--- config.mk ---
export PLATFORM = sky130hd
export DESIGN_NAME = xydt_datapath
export DESIGN_NICKNAME = d
export VERILOG_FILES = /design/src/xydt_pkg.sv /design/src/xydt_datapath.sv
export SDC_FILE = /design/constraint.sdc
export NUM_CORES = 1
export LEC_CHECK = 0
export BUFFER_PORTS_ARGS = -buffer_cell sky130_fd_sc_hd__buf_2
export CORE_ASPECT_RATIO = 0.9
export CORE_MARGIN = 2
export CORE_UTILIZATION = 25
export DETAILED_ROUTE_END_ITERATION = 10
export REMOVE_ABC_BUFFERS = 1
export SYNTH_ARGS = -nofsm -noshare
export SYNTH_HDL_FRONTEND = slang
export SYNTH_SLANG_ARGS = --single-unit
--- constraint.sdc ---
create_clock -name clk_i -period 9.9 [get_ports clk_i]
set_clock_uncertainty 0.05 [all_clocks]
set_input_delay 1.98 -clock clk_i [delete_from_list [all_inputs] [get_ports clk_i]]
set_output_delay 1.98 -clock clk_i [all_outputs]
set_load 0.01 [all_outputs]
--- src/xydt_pkg.sv ---
// Shared types and constants for the x^y / y^x divisibility test block.
package xydt_pkg;

  localparam int PRIME_BITS = 62;
  localparam int TERM_BITS  = 32;
  localparam int MUL_STEPS  = PRIME_BITS;
  localparam int STEP_W     = $clog2(MUL_STEPS + 1);
  localparam int BIT_W      = $clog2(TERM_BITS + 1);

  localparam logic [0:0] REG_TEST_MINUS = 1'b0;
  localparam logic [0:0] REG_TEST_PLUS  = 1'b1;

  typedef struct packed {
    logic [PRIME_BITS-1:0] prime;
    logic [TERM_BITS-1:0]  base_x;
    logic [TERM_BITS-1:0]  exp_y;
  } xydt_in_t;

  typedef struct packed {
    logic minus_divides;
    logic plus_divides;
  } xydt_out_t;

  typedef enum logic [2:0] {
    CMD_NONE,
    CMD_LOAD,
    CMD_REDUCE,
    CMD_SQUARE,
    CMD_MULT,
    CMD_SWAP,
    CMD_FINISH
  } xydt_op_e;

  typedef struct packed {
    xydt_op_e op;
    logic     step_first;
    logic     bit_sel;
  } xydt_cmd_t;

  typedef struct packed {
    logic exp_bit;
    logic step_last;
    logic zero_mod;
  } xydt_stat_t;

endpackage

--- src/xydt_datapath.sv ---
// Datapath: shift-and-add modular multiplier, exponent registers, result compare.
module xydt_datapath
  import xydt_pkg::*;
(
  input  logic       clk_i,
  input  xydt_in_t   item_i,
  input  logic       en_minus_i,
  input  logic       en_plus_i,
  input  xydt_cmd_t  cmd_i,
  output xydt_stat_t stat_o,
  output xydt_out_t  result_o
);

  logic [PRIME_BITS-1:0] mod_q, res_a_q, acc_q, base_q, mulb_q, prod_q, mul_a;
  logic [TERM_BITS-1:0]  exp_q, next_exp_q;
  logic [STEP_W-1:0]     step_q;
  logic [BIT_W-1:0]      ebit_q;
  logic [PRIME_BITS:0]   p2, p2r, p3, p3r;
  xydt_out_t             result_q;

  assign mul_a = (cmd_i.op == CMD_REDUCE) ? PRIME_BITS'(1) :
                 ((cmd_i.op == CMD_SQUARE) ? acc_q : base_q);

  always_comb begin
    p2  = {prod_q, 1'b0};
    p2r = (p2 >= {1'b0, mod_q}) ? p2 - {1'b0, mod_q} : p2;
    p3  = p2r + (mulb_q[PRIME_BITS-1] ? {1'b0, mul_a} : '0);
    p3r = (p3 >= {1'b0, mod_q}) ? p3 - {1'b0, mod_q} : p3;
  end

  always_ff @(posedge clk_i) begin
    case (cmd_i.op)
      CMD_LOAD: begin
        mod_q      <= item_i.prime;
        base_q     <= {{(PRIME_BITS-TERM_BITS){1'b0}}, item_i.base_x};
        exp_q      <= item_i.exp_y;
        next_exp_q <= item_i.base_x;
        acc_q      <= '0;
        ebit_q     <= BIT_W'(TERM_BITS - 1);
      end
      CMD_REDUCE, CMD_SQUARE, CMD_MULT: begin
        if (cmd_i.step_first) begin
          prod_q <= '0;
          step_q <= '0;
          mulb_q <= (cmd_i.op == CMD_REDUCE) ? base_q : acc_q;
        end else begin
          prod_q <= p3r[PRIME_BITS-1:0];
          mulb_q <= {mulb_q[PRIME_BITS-2:0], 1'b0};
          step_q <= step_q + STEP_W'(1);
          if (stat_o.step_last) begin
            if (cmd_i.op == CMD_REDUCE) begin
              base_q <= p3r[PRIME_BITS-1:0];
              acc_q  <= (mod_q == PRIME_BITS'(1)) ? '0 : PRIME_BITS'(1);
            end else begin
              acc_q <= p3r[PRIME_BITS-1:0];
              if (cmd_i.op == CMD_MULT || !cmd_i.bit_sel)
                ebit_q <= ebit_q - BIT_W'(1);
            end
          end
        end
      end
      CMD_SWAP: begin
        res_a_q <= acc_q;
        base_q  <= {{(PRIME_BITS-TERM_BITS){1'b0}}, exp_q};
        exp_q   <= next_exp_q;
        ebit_q  <= BIT_W'(TERM_BITS - 1);
      end
      CMD_FINISH: begin
        result_q.minus_divides <= !stat_o.zero_mod && en_minus_i && res_a_q == acc_q;
        result_q.plus_divides  <= !stat_o.zero_mod && en_plus_i && acc_q != '0 &&
                                  res_a_q == mod_q - acc_q;
      end
      default: ;
    endcase
  end

  assign stat_o.exp_bit   = exp_q[ebit_q[BIT_W-2:0]];
  assign stat_o.step_last = step_q == STEP_W'(MUL_STEPS - 1);
  assign stat_o.zero_mod  = mod_q == '0;
  assign result_o         = result_q;

endmodule

# After elaboration in Yosys (flattened, before gate mapping)
# Index checks and enable logic that the tools add are counted.
[word_totals]
output_inout_bits = 5
latch_bits = 0
word_cells = 80
ff_bits = 450
romBits = 0
ram_bits = 0
memories = 0
inputBits = 134
[classes]
n_div = 0
n_reduce_logical = 19
shifts = 0
eq_ne = 15
mux = 24
add_sub_neg = 6
bitwise_logic = 0
multipliers = 0
order_cmp = 3
[op_table]
columns = ["operator", "count"]
rows = [
  ["$mux W62", 12],
  ["$pmux W62 S3", 1],
  ["$ge A63 B62 Y1", 2],
  ["$eq A62 B62 Y1", 2],
  ["$pmux W62 S2", 1],
  ["$sub A62 B62 Y62", 2],
  ["$pmux W32 S2", 1],
  ["$add A63 B62 Y63", 1],
  ["$mux W63", 1],
  ["$sub A63 B62 Y63", 1],
  ["$eq A62 B1 Y1 const B", 1],
  ["$logic_not A62 Y1", 1],
  ["$reduce_bool A62 Y1", 1],
  ["$mux W6", 4],
  ["$pmux W6 S2", 1],
  ["$ne A2 B2 Y1 const B", 5],
  ["$eq A3 B3 Y1 const B", 3],
  ["$add A6 B1 Y6 const B", 1],
  ["$eq A3 B2 Y1 const B", 2],
  ["$eq A6 B6 Y1 const B", 1],
  ["$lt A5 B6 Y1 const B", 1],
  ["$reduce_bool A2 Y1", 3],
  ["$sub A6 B1 Y6 const B", 1],
  ["$bmux W1 S5", 1],
  ["other kinds (11)", 17],
]

# Longest topological paths before layout
# Gate-level depths: netlist of run 1.
[depth]
ltp_word = 11
ltp_mapped = 42
mapped_depth_nobuf = 38

# Worst setup path before layout of run 1
# OpenSTA, ideal clock, no wires.
[synth_path]
path_kind = "in2reg"
start = "input port cmd_i[2] (netlist bit)"
end = "register acc_q[0], enable pin"
stages = 5
arrival_time_ns = 9.570
path_buffers = 1
setup_slack_ns = -0.221
required_time_ns = 9.349
setup_ns = 0.501
path_cell_list = "clkbuf_1 -> nand2_1 -> nor2_1 -> a21oi_1 -> a21oi_1"
[synth_via]
elab_chain_len = 4
elab_cells_between_ends = 9
classes_between = "eq/ne: 6; reduce/logical: 3"
[synth_rtl]
columns = ["item", "line", "source"]
rows = [
  ["start, declared", "xydt_datapath.sv:9", "input xydt_cmd_t cmd_i,"],
  ["$eq A3 B2 Y1 / $eq A3 B3 Y1 (equally long branches)", "xydt_datapath.sv:32", "case (cmd_i.op)"],
  ["$reduce_or A3 Y1", "xydt_datapath.sv:32", ""],
  ["$ne A2 B2 Y1 (no line) / $reduce_bool A2 Y1 (equally long branches)", "--", ""],
  ["$reduce_and A3 Y1 (no line) (*)", "--", ""],
  ["end signal, assigned", "xydt_datapath.sv:53", "acc_q <= (mod_q == PRIME_BITS'(1)) ? '0 : PRIME_BITS'(1);"],
  ["end signal, assigned", "xydt_datapath.sv:55", "acc_q <= p3r[PRIME_BITS-1:0];"],
  ["end, declared", "xydt_datapath.sv:14", "logic [PRIME_BITS-1:0] mod_q, res_a_q, acc_q, base_q, mulb_q, prod_q, mul_a;"],
]
# Every way passes the cells marked *; elsewhere a longest branch is shown, timed or not.
# A chain may end at the register's enable or synchronous reset.

# Worst setup path after layout of run 1
[layout_path]
start = "register mod_q[4]"
end = "register base_q[35] (data pin)"
[layout_via]
elab_chain_len = 9
elab_cells_between_ends = 11
classes_between = "add/sub: 3; order compare: 2; mux: 6"
[layout_rtl]
columns = ["item", "line", "source"]
rows = [
  ["start, declared", "xydt_datapath.sv:14", ""],
  ["start signal, assigned", "xydt_datapath.sv:34", "mod_q <= item_i.prime;"],
  ["$sub A63 B62 Y63 / $ge A63 B62 Y1 (equally long branches)", "xydt_datapath.sv:26", "p2r = (p2 >= {1'b0, mod_q}) ? p2 - {1'b0, mod_q} : p2;"],
  ["$mux W63", "xydt_datapath.sv:26", ""],
  ["$add A63 B62 Y63", "xydt_datapath.sv:27", "p3 = p2r + (mulb_q[PRIME_BITS-1] ? {1'b0, mul_a} : '0);"],
  ["$sub A62 B62 Y62 / $ge A63 B62 Y1 (equally long branches)", "xydt_datapath.sv:28", "p3r = (p3 >= {1'b0, mod_q}) ? p3 - {1'b0, mod_q} : p3;"],
  ["$mux W62 (*)", "xydt_datapath.sv:28", ""],
  ["$mux W62 (*)", "xydt_datapath.sv:51", "if (cmd_i.op == CMD_REDUCE) begin"],
  ["$mux W62 (*)", "xydt_datapath.sv:50", "if (stat_o.step_last) begin"],
  ["$mux W62 (*)", "xydt_datapath.sv:42", "if (cmd_i.step_first) begin"],
  ["$pmux W62 S3 (*)", "xydt_datapath.sv:32", ""],
  ["end signal, assigned", "xydt_datapath.sv:35", "base_q <= {{(PRIME_BITS-TERM_BITS){1'b0}}, item_i.base_x};"],
  ["end signal, assigned", "xydt_datapath.sv:52", "base_q <= p3r[PRIME_BITS-1:0];"],
  ["end signal, assigned", "xydt_datapath.sv:64", "base_q <= {{(PRIME_BITS-TERM_BITS){1'b0}}, exp_q};"],
  ["end, declared", "xydt_datapath.sv:14", ""],
]
# Every way passes the cells marked *; elsewhere a longest branch is shown, timed or not. The select of a mux whose other input is x is not followed.

==> results of run 1 <==
flip-flops by register name, summed over array words and instances (netlist names):
register    flops
base_q         62
next_exp_q     32
mod_q          62
result_o        2
step_q          6
ebit_q          5
acc_q          62
prod_q         62
res_a_q        62
exp_q          32
mulb_q         62
final cells by class:
cell class | count | area share
Tap cell | 1862 | 0.0545
Timing Repair Buffer | 478 | 0.0785
Clock buffer | 63 | 0.0329
Clock inverter | 40 | 0.00965
Inverter | 209 | 0.0185
Multi-Input combinational cell | 3275 | 0.491
Sequential cell | 449 | 0.315
Antenna cell | 2 | 0.000117
synthesized netlist by cell type (25+ instances only):
library cell	instances	area (um^2)
a21o_1	151	1130
a21oi_1	435	2180
a31oi_1	91	569
and3_1	59	369
clkbuf_1	142	533
edfxtp_1	449	13500
ha_1	250	3130
inv_1	209	785
mux2_2	30	338
mux2i_1	76	761
nand2_1	565	2120
nand2b_1	31	194
nand3_1	73	365
nand4_1	78	488
nor2_1	414	1550
nor2b_1	32	200
nor3_1	48	240
nor4_1	58	363
o21a_1	42	315
o21ai_0	142	711
o21ai_1	49	245
o21bai_1	41	308
o22ai_1	25	156
xnor2_1	172	1510
xor2_1	114	998
how the worst min path moves through the flow:
stage	startpoint	end	slack, ns	depth (start not counted)
floorplan	next_exp_q[0]	exp_q[0]	0.43	2
global placement	next_exp_q[0]	exp_q[0]	0.44	2
detailed placement	next_exp_q[24]	exp_q[24]	0.44	2
CTS	next_exp_q[24]	exp_q[24]	0.46	2
global route	next_exp_q[19]	exp_q[19]	0.47	2
finish	next_exp_q[24]	exp_q[24]	0.46	2
through the flow:
stage               hold WS, ns  worst slack [ns]  TNS (ns)
floorplan                 0.434             -7.90  -1573.88
global placement          0.440            -0.246    -27.92
detailed placement        0.443            -0.227    -23.65
CTS                       0.459           0.00993         0
global route              0.468            0.0114         0
finish                    0.456             0.373         0
layout by cell type, fill, tap and decap left out, types with 12 or more instances in the layout:
| cell type | netlist | final |
|---|---|---|
| nand2_1 | 565 | 560 |
| edfxtp_1 | 449 | 449 |
| a21oi_1 | 435 | 431 |
| nor2_1 | 414 | 411 |
| buf_4 | 2 | 331 |
| ha_1 | 250 | 250 |
| inv_1 | 209 | 207 |
| xnor2_1 | 172 | 171 |
| a21o_1 | 151 | 151 |
| o21ai_0 | 142 | 139 |
| buf_2 | 19 | 137 |
| xor2_1 | 114 | 114 |
| a31oi_1 | 91 | 90 |
| nand4_1 | 78 | 78 |
| nand3_1 | 73 | 73 |
| mux2i_1 | 76 | 73 |
| and3_1 | 59 | 59 |
| nor4_1 | 58 | 57 |
| clkbuf_16 | 0 | 55 |
| o21ai_1 | 49 | 51 |
| nor3_1 | 48 | 47 |
| o21a_1 | 42 | 42 |
| o21bai_1 | 41 | 40 |
| nor2b_1 | 32 | 32 |
| nand2b_1 | 31 | 31 |
| mux2_2 | 30 | 30 |
| o22ai_1 | 25 | 25 |
| o211ai_1 | 24 | 24 |
| and2_1 | 20 | 19 |
| a211oi_1 | 19 | 17 |
| o31ai_1 | 17 | 15 |
| or3_1 | 14 | 14 |
| a221oi_1 | 15 | 14 |
| and4_1 | 12 | 12 |
repair_timing:
action | in CTS | in global routing
pin swaps | 0 | 5
setup endpoints to repair | 186 | 186
resized for setup | 2 | 25
setup buffers | 3 | 5
gates cloned | 0 | 0
hold endpoints to repair | 0 | 0
cells by family after synthesis:
logic type / after synthesis
XOR/XNOR: 287
AO/OA/AOI/OAI: 1178
buffers and inverters: 385
AND/OR/NAND/NOR: 1446
multiplexers: 110
flip-flops: 449
adder cells (fa/ha/maj): 254
worst reg2reg max path: cells and delay by family, from the launching register on:
family	cells	cell delay, ns
AOI/OAI and AO/OA	14	2.67
xor gates and xnor gates	1	0.16
adders and majority gates	4	1.34
buffers and inverters	13	2.02
DFF	1	0.43
muxes	1	0.34
and+or+nand+nor	12	2.20
routing by layer:
layer	GRT usage	vias to the layer above	share of wire	wire (um)
li1	-	15700	-	-
met3	0.0306	245	0.092	14500
met4	0.0729	6	0.039	6150
met2	0.310	1741	0.42	65800
met5	0	-	0.00025	39
met1	0.301	16900	0.45	70800
==> impl_results.md, run 1 <==
* Post-Syn Area per Cell at 8.72 um^2
* Number of port buffers at 138
* Worst Setup EP: base_q[35]
* Critical path depth at 45
* Global Route Usage Sum at 0.207
* Complex-gate fraction of the synthesized area at 0.206
* DRT Wirelength at 157 mm
* GRT overflow at 0
* DP Area at 0.0408 mm^2
* Reg2Reg Depth at 45
* WP data arrival at 9.86 ns
* Multiplexer area fraction after synthesis at 0.0332
* Fin. Hold Viols at 0
* R2R setup slack at 0.37 ns
* Clk buf depth at 3
* Sequential element share of the synthesized area at 0.376
* Crit path kind: reg -> reg
* CTS H-tree depth at 2
* Initial core utilization at 0.252
* Detail Placement HPWL at 124 mm
* Worst rel slew slack at 0.170
* FP Rows at 131
* DR iter-0 viols at 4,407
* Area of the multi-input gates at 0.0210 mm^2
* Core area at 0.142 mm^2
* Buf+Inv Stages, Crit Path at 13
* Post-CTS Hold Fix Bufs at 0
* CP dominant cell by count: buf_4
* Worst Setup SP: mod_q[4]
* Fin nets at 4,856
* Critical path required time at 10.23 ns
* Placed cells at 6,265
* Number of buffers created by CTS at 55
* Final instance area at 0.0428 mm^2
* Count of final max-slew check failures at 0
* CTS root buf: clkbuf_16
* Simple-Gate Fraction of Synth Area at 0.182
* Clk_lat worst skew at 0.70 ns
* First-pass DRT Iterations at 6
* Actual slew at the worst max-slew pin at 1.23 ns
* Post-Synth XOR/XNOR Area at 0.0704
* Period minus WS final at 9.53 ns
* Main combinational cell family by area after synthesis: compound AO/OA/AOI/OAI gates
* Reg clk slew, reported paths at 0.06 ns
* Fraction of layout cells with a size suffix above 1 at 0.148
* GPL Wtd Cong at 1.02
* Largest net degree at the start of global routing at 72
* Outcome: completed
* Cells after synthesis at 4,109
* Via Count at 34,600
* Drt wl/cell at 24.7 um
* TritonCTS clock tree: done
* Flops & latches, synth at 449
* Endpoint type of the worst setup path: register
* Util after Layout at 0.301
* Crit-path slowest cell: fa_1
* EDFF count, synth at 449
* Io pins at 139
* Initial antenna violation count at 10
* Adder and majority gate portion of the synthesized area at 0.0896
* Die Height at 363 um
* R2R Path End: base_q[35]
* HP Class: reg -> reg
* Via density at 5.43
* Family with the most delay on the worst path: compound AO/OA/AOI/OAI gates
* Max Cap Viol at 0
* Vias in the first global route at 32,300
* Die area at 0.146 mm^2
* Critical Path Source Type: register
* Critical R2R Launch: mod_q[4]
* Critical-path maximum fanout at 9
* P&R area growth vs syn at 19.4%
* Crit share post-route at 0.962
* Final setup vio count at 0
* Synthesized cell area at 0.0358 mm^2
* Drt drc at 0
* FILL cells at 15,000
* Main synth FF type: edfxtp_1
* Final cell count without fillers at 6,378
* Ys async rst share at 0
* CTS Sinks at 449
* Yosys Warn Count at 0
* Die W at 403 um
* First-pass GRT wire length at 225 mm
* Register area at 0.0135 mm^2
* RSZ-0062 raised after global routing: false
* CP peak stage delay at 0.47 ns
* Detail Route Antenna Nets at 0
* Maximum clock rate at 0.105 GHz
* Distinct cells, synth at 89
Power of run 1 is left out: the tool's default activity adds up to more than one toggle a clock period on the data nets, which glitch-free logic cannot reach.
==> inputs of run 2 (changes only) <==
Clock period 9.9 ns to 11.5 ns, I/O delays scaled along.
==> run 2 against run 1 <==
Compared with the run above: die area is the same; first-iteration DRC count down 9.3%; non-clock buffer count shrank 114.
==> impl_results.md, run 2 (synthesis gave the netlist of run 1 again) <==
* Outcome: completed
* Initial antenna violation count at 3
* First-pass DRT Iterations at 6
* Period minus WS final at 11.14 ns
* DRT Wirelength at 156 mm
* Via density at 5.42
* DR iter-0 viols at 3,998
* Number of port buffers at 138
* P&R area growth vs syn at 16.8%
* Count of final max-slew check failures at 0
* Detail Placement HPWL at 123 mm
* Endpoint type of the worst setup path: register
* CTS H-tree depth at 2
* RSZ-0062 raised after global routing: false
* Most common cell after layout, fill and taps aside: nand2_1
* Buf+Inv Stages, Crit Path at 6
* Clk_lat worst skew at 0.70 ns
* Vias in the first global route at 31,600
* Number of buffers created by CTS at 54
* Worst rel slew slack at 0.112
* CP dominant cell by count: buf_4
* FILL cells at 15,100
* Crit path kind: reg -> reg
* WP data arrival at 11.44 ns
* Global Route Usage Sum at 0.205
* HP Class: reg -> reg
* Die W at 403 um
* # diodes at 0
* DP Area at 0.0399 mm^2
* Drt drc at 0
* Final setup vio count at 0
* Crit-path slowest cell: nor3b_4
* CTS root buf: clkbuf_16
* Largest net degree at the start of global routing at 106
* Reg clk slew, reported paths at 0.06 ns
* Crit share post-route at 0.969
* Clk buf depth at 3
* Die Height at 363 um
* Max Cap Viol at 0
* Critical path required time at 11.79 ns
* Fin nets at 4,741
* GRT overflow at 0
* Final instance area at 0.0418 mm^2
* Drt wl/cell at 24.9 um
* Fin. Hold Viols at 0
* CP peak stage delay at 0.76 ns
* Die area at 0.146 mm^2
* Maximum clock rate at 0.0897 GHz
* Postcts setup bufs at 0
* Fraction of layout cells with a size suffix above 1 at 0.122
* Family with the most delay on the worst path: compound AO/OA/AOI/OAI gates
* TNS Setup at 0 ns
* Core area at 0.142 mm^2
* GPL Wtd Cong at 1.00
* First-pass GRT wire length at 222 mm
* Critical-path maximum fanout at 11
* Critical Path Source Type: register
* Initial core utilization at 0.252
* FP Rows at 131
* CTS Sinks at 449
* Detail Route Antenna Nets at 0
* Actual slew at the worst max-slew pin at 1.32 ns
* Io pins at 139
* Most frequent cells in the layout: nand2_1, edfxtp_1, a21oi_1
* TritonCTS clock tree: done
* Via Count at 33,900
## run 2: metrics by stage
| step | setup slack (ns) | utilization | instances | hold slack [ns] |
|---|---|---|---|---|
| 3_3_place_gp | -0.101 | 0.281 | 6159 | 0.440 |
| 4_1_cts | 0.149 | 0.295 | 6258 | 0.461 |
| 3_5_place_dp | -0.0908 | 0.281 | 6159 | 0.443 |
| 2_1_floorplan | -6.62 | - | 3933 | 0.434 |
| 6_report | 0.357 | 0.295 | 6258 | 0.457 |
| 5_1_grt | 0.0308 | 0.295 | 6258 | 0.467 |
## run 2: what timing repair did
| action | 4_1_cts | 5_1_grt |
|---|---|---|
| setup endpoints to repair | 158 | 186 |
| pin swaps | 0 | 0 |
| resized for setup | 1 | 1 |
| hold buffers | 0 | 0 |
## run 2: layer usage
layer,GRT usage,up-vias,routed length (um)
li1,-,15500,-
met1,0.294,16600,70100
met2,0.309,1562,65900
met3,0.0365,216,14100
met4,0.0713,0,5970
met5,0,-,0
## run 2: final cells by class
type | instances | area (um^2) | area share
multi-input cells | 3275 | 20900 | 0.500
flip-flops and latches | 449 | 13500 | 0.322
repair buffers | 364 | 2440 | 0.0584
well taps | 1862 | 2330 | 0.0557
clock buffers | 59 | 1370 | 0.0327
inverters | 209 | 792 | 0.0189
clock inverters | 40 | 527 | 0.0126
## run 2: worst paths after layout
check                 start        end  slack [ns]  cells past startpoint
max               mod_q[18]  acc_q[40]        0.36                     38
min          next_exp_q[23]  exp_q[23]        0.46                      2
max reg2reg       mod_q[18]  acc_q[40]        0.36                     38
min reg2reg  next_exp_q[23]  exp_q[23]        0.46                      2
## run 2: worst min-delay path: cells and delay by family, from the launching register on
family           cells  cell delay (ns)
AND/OR/NAND/NOR      2             0.08
flip-flops           1             0.32
Power of run 2 is left out for the same reason.
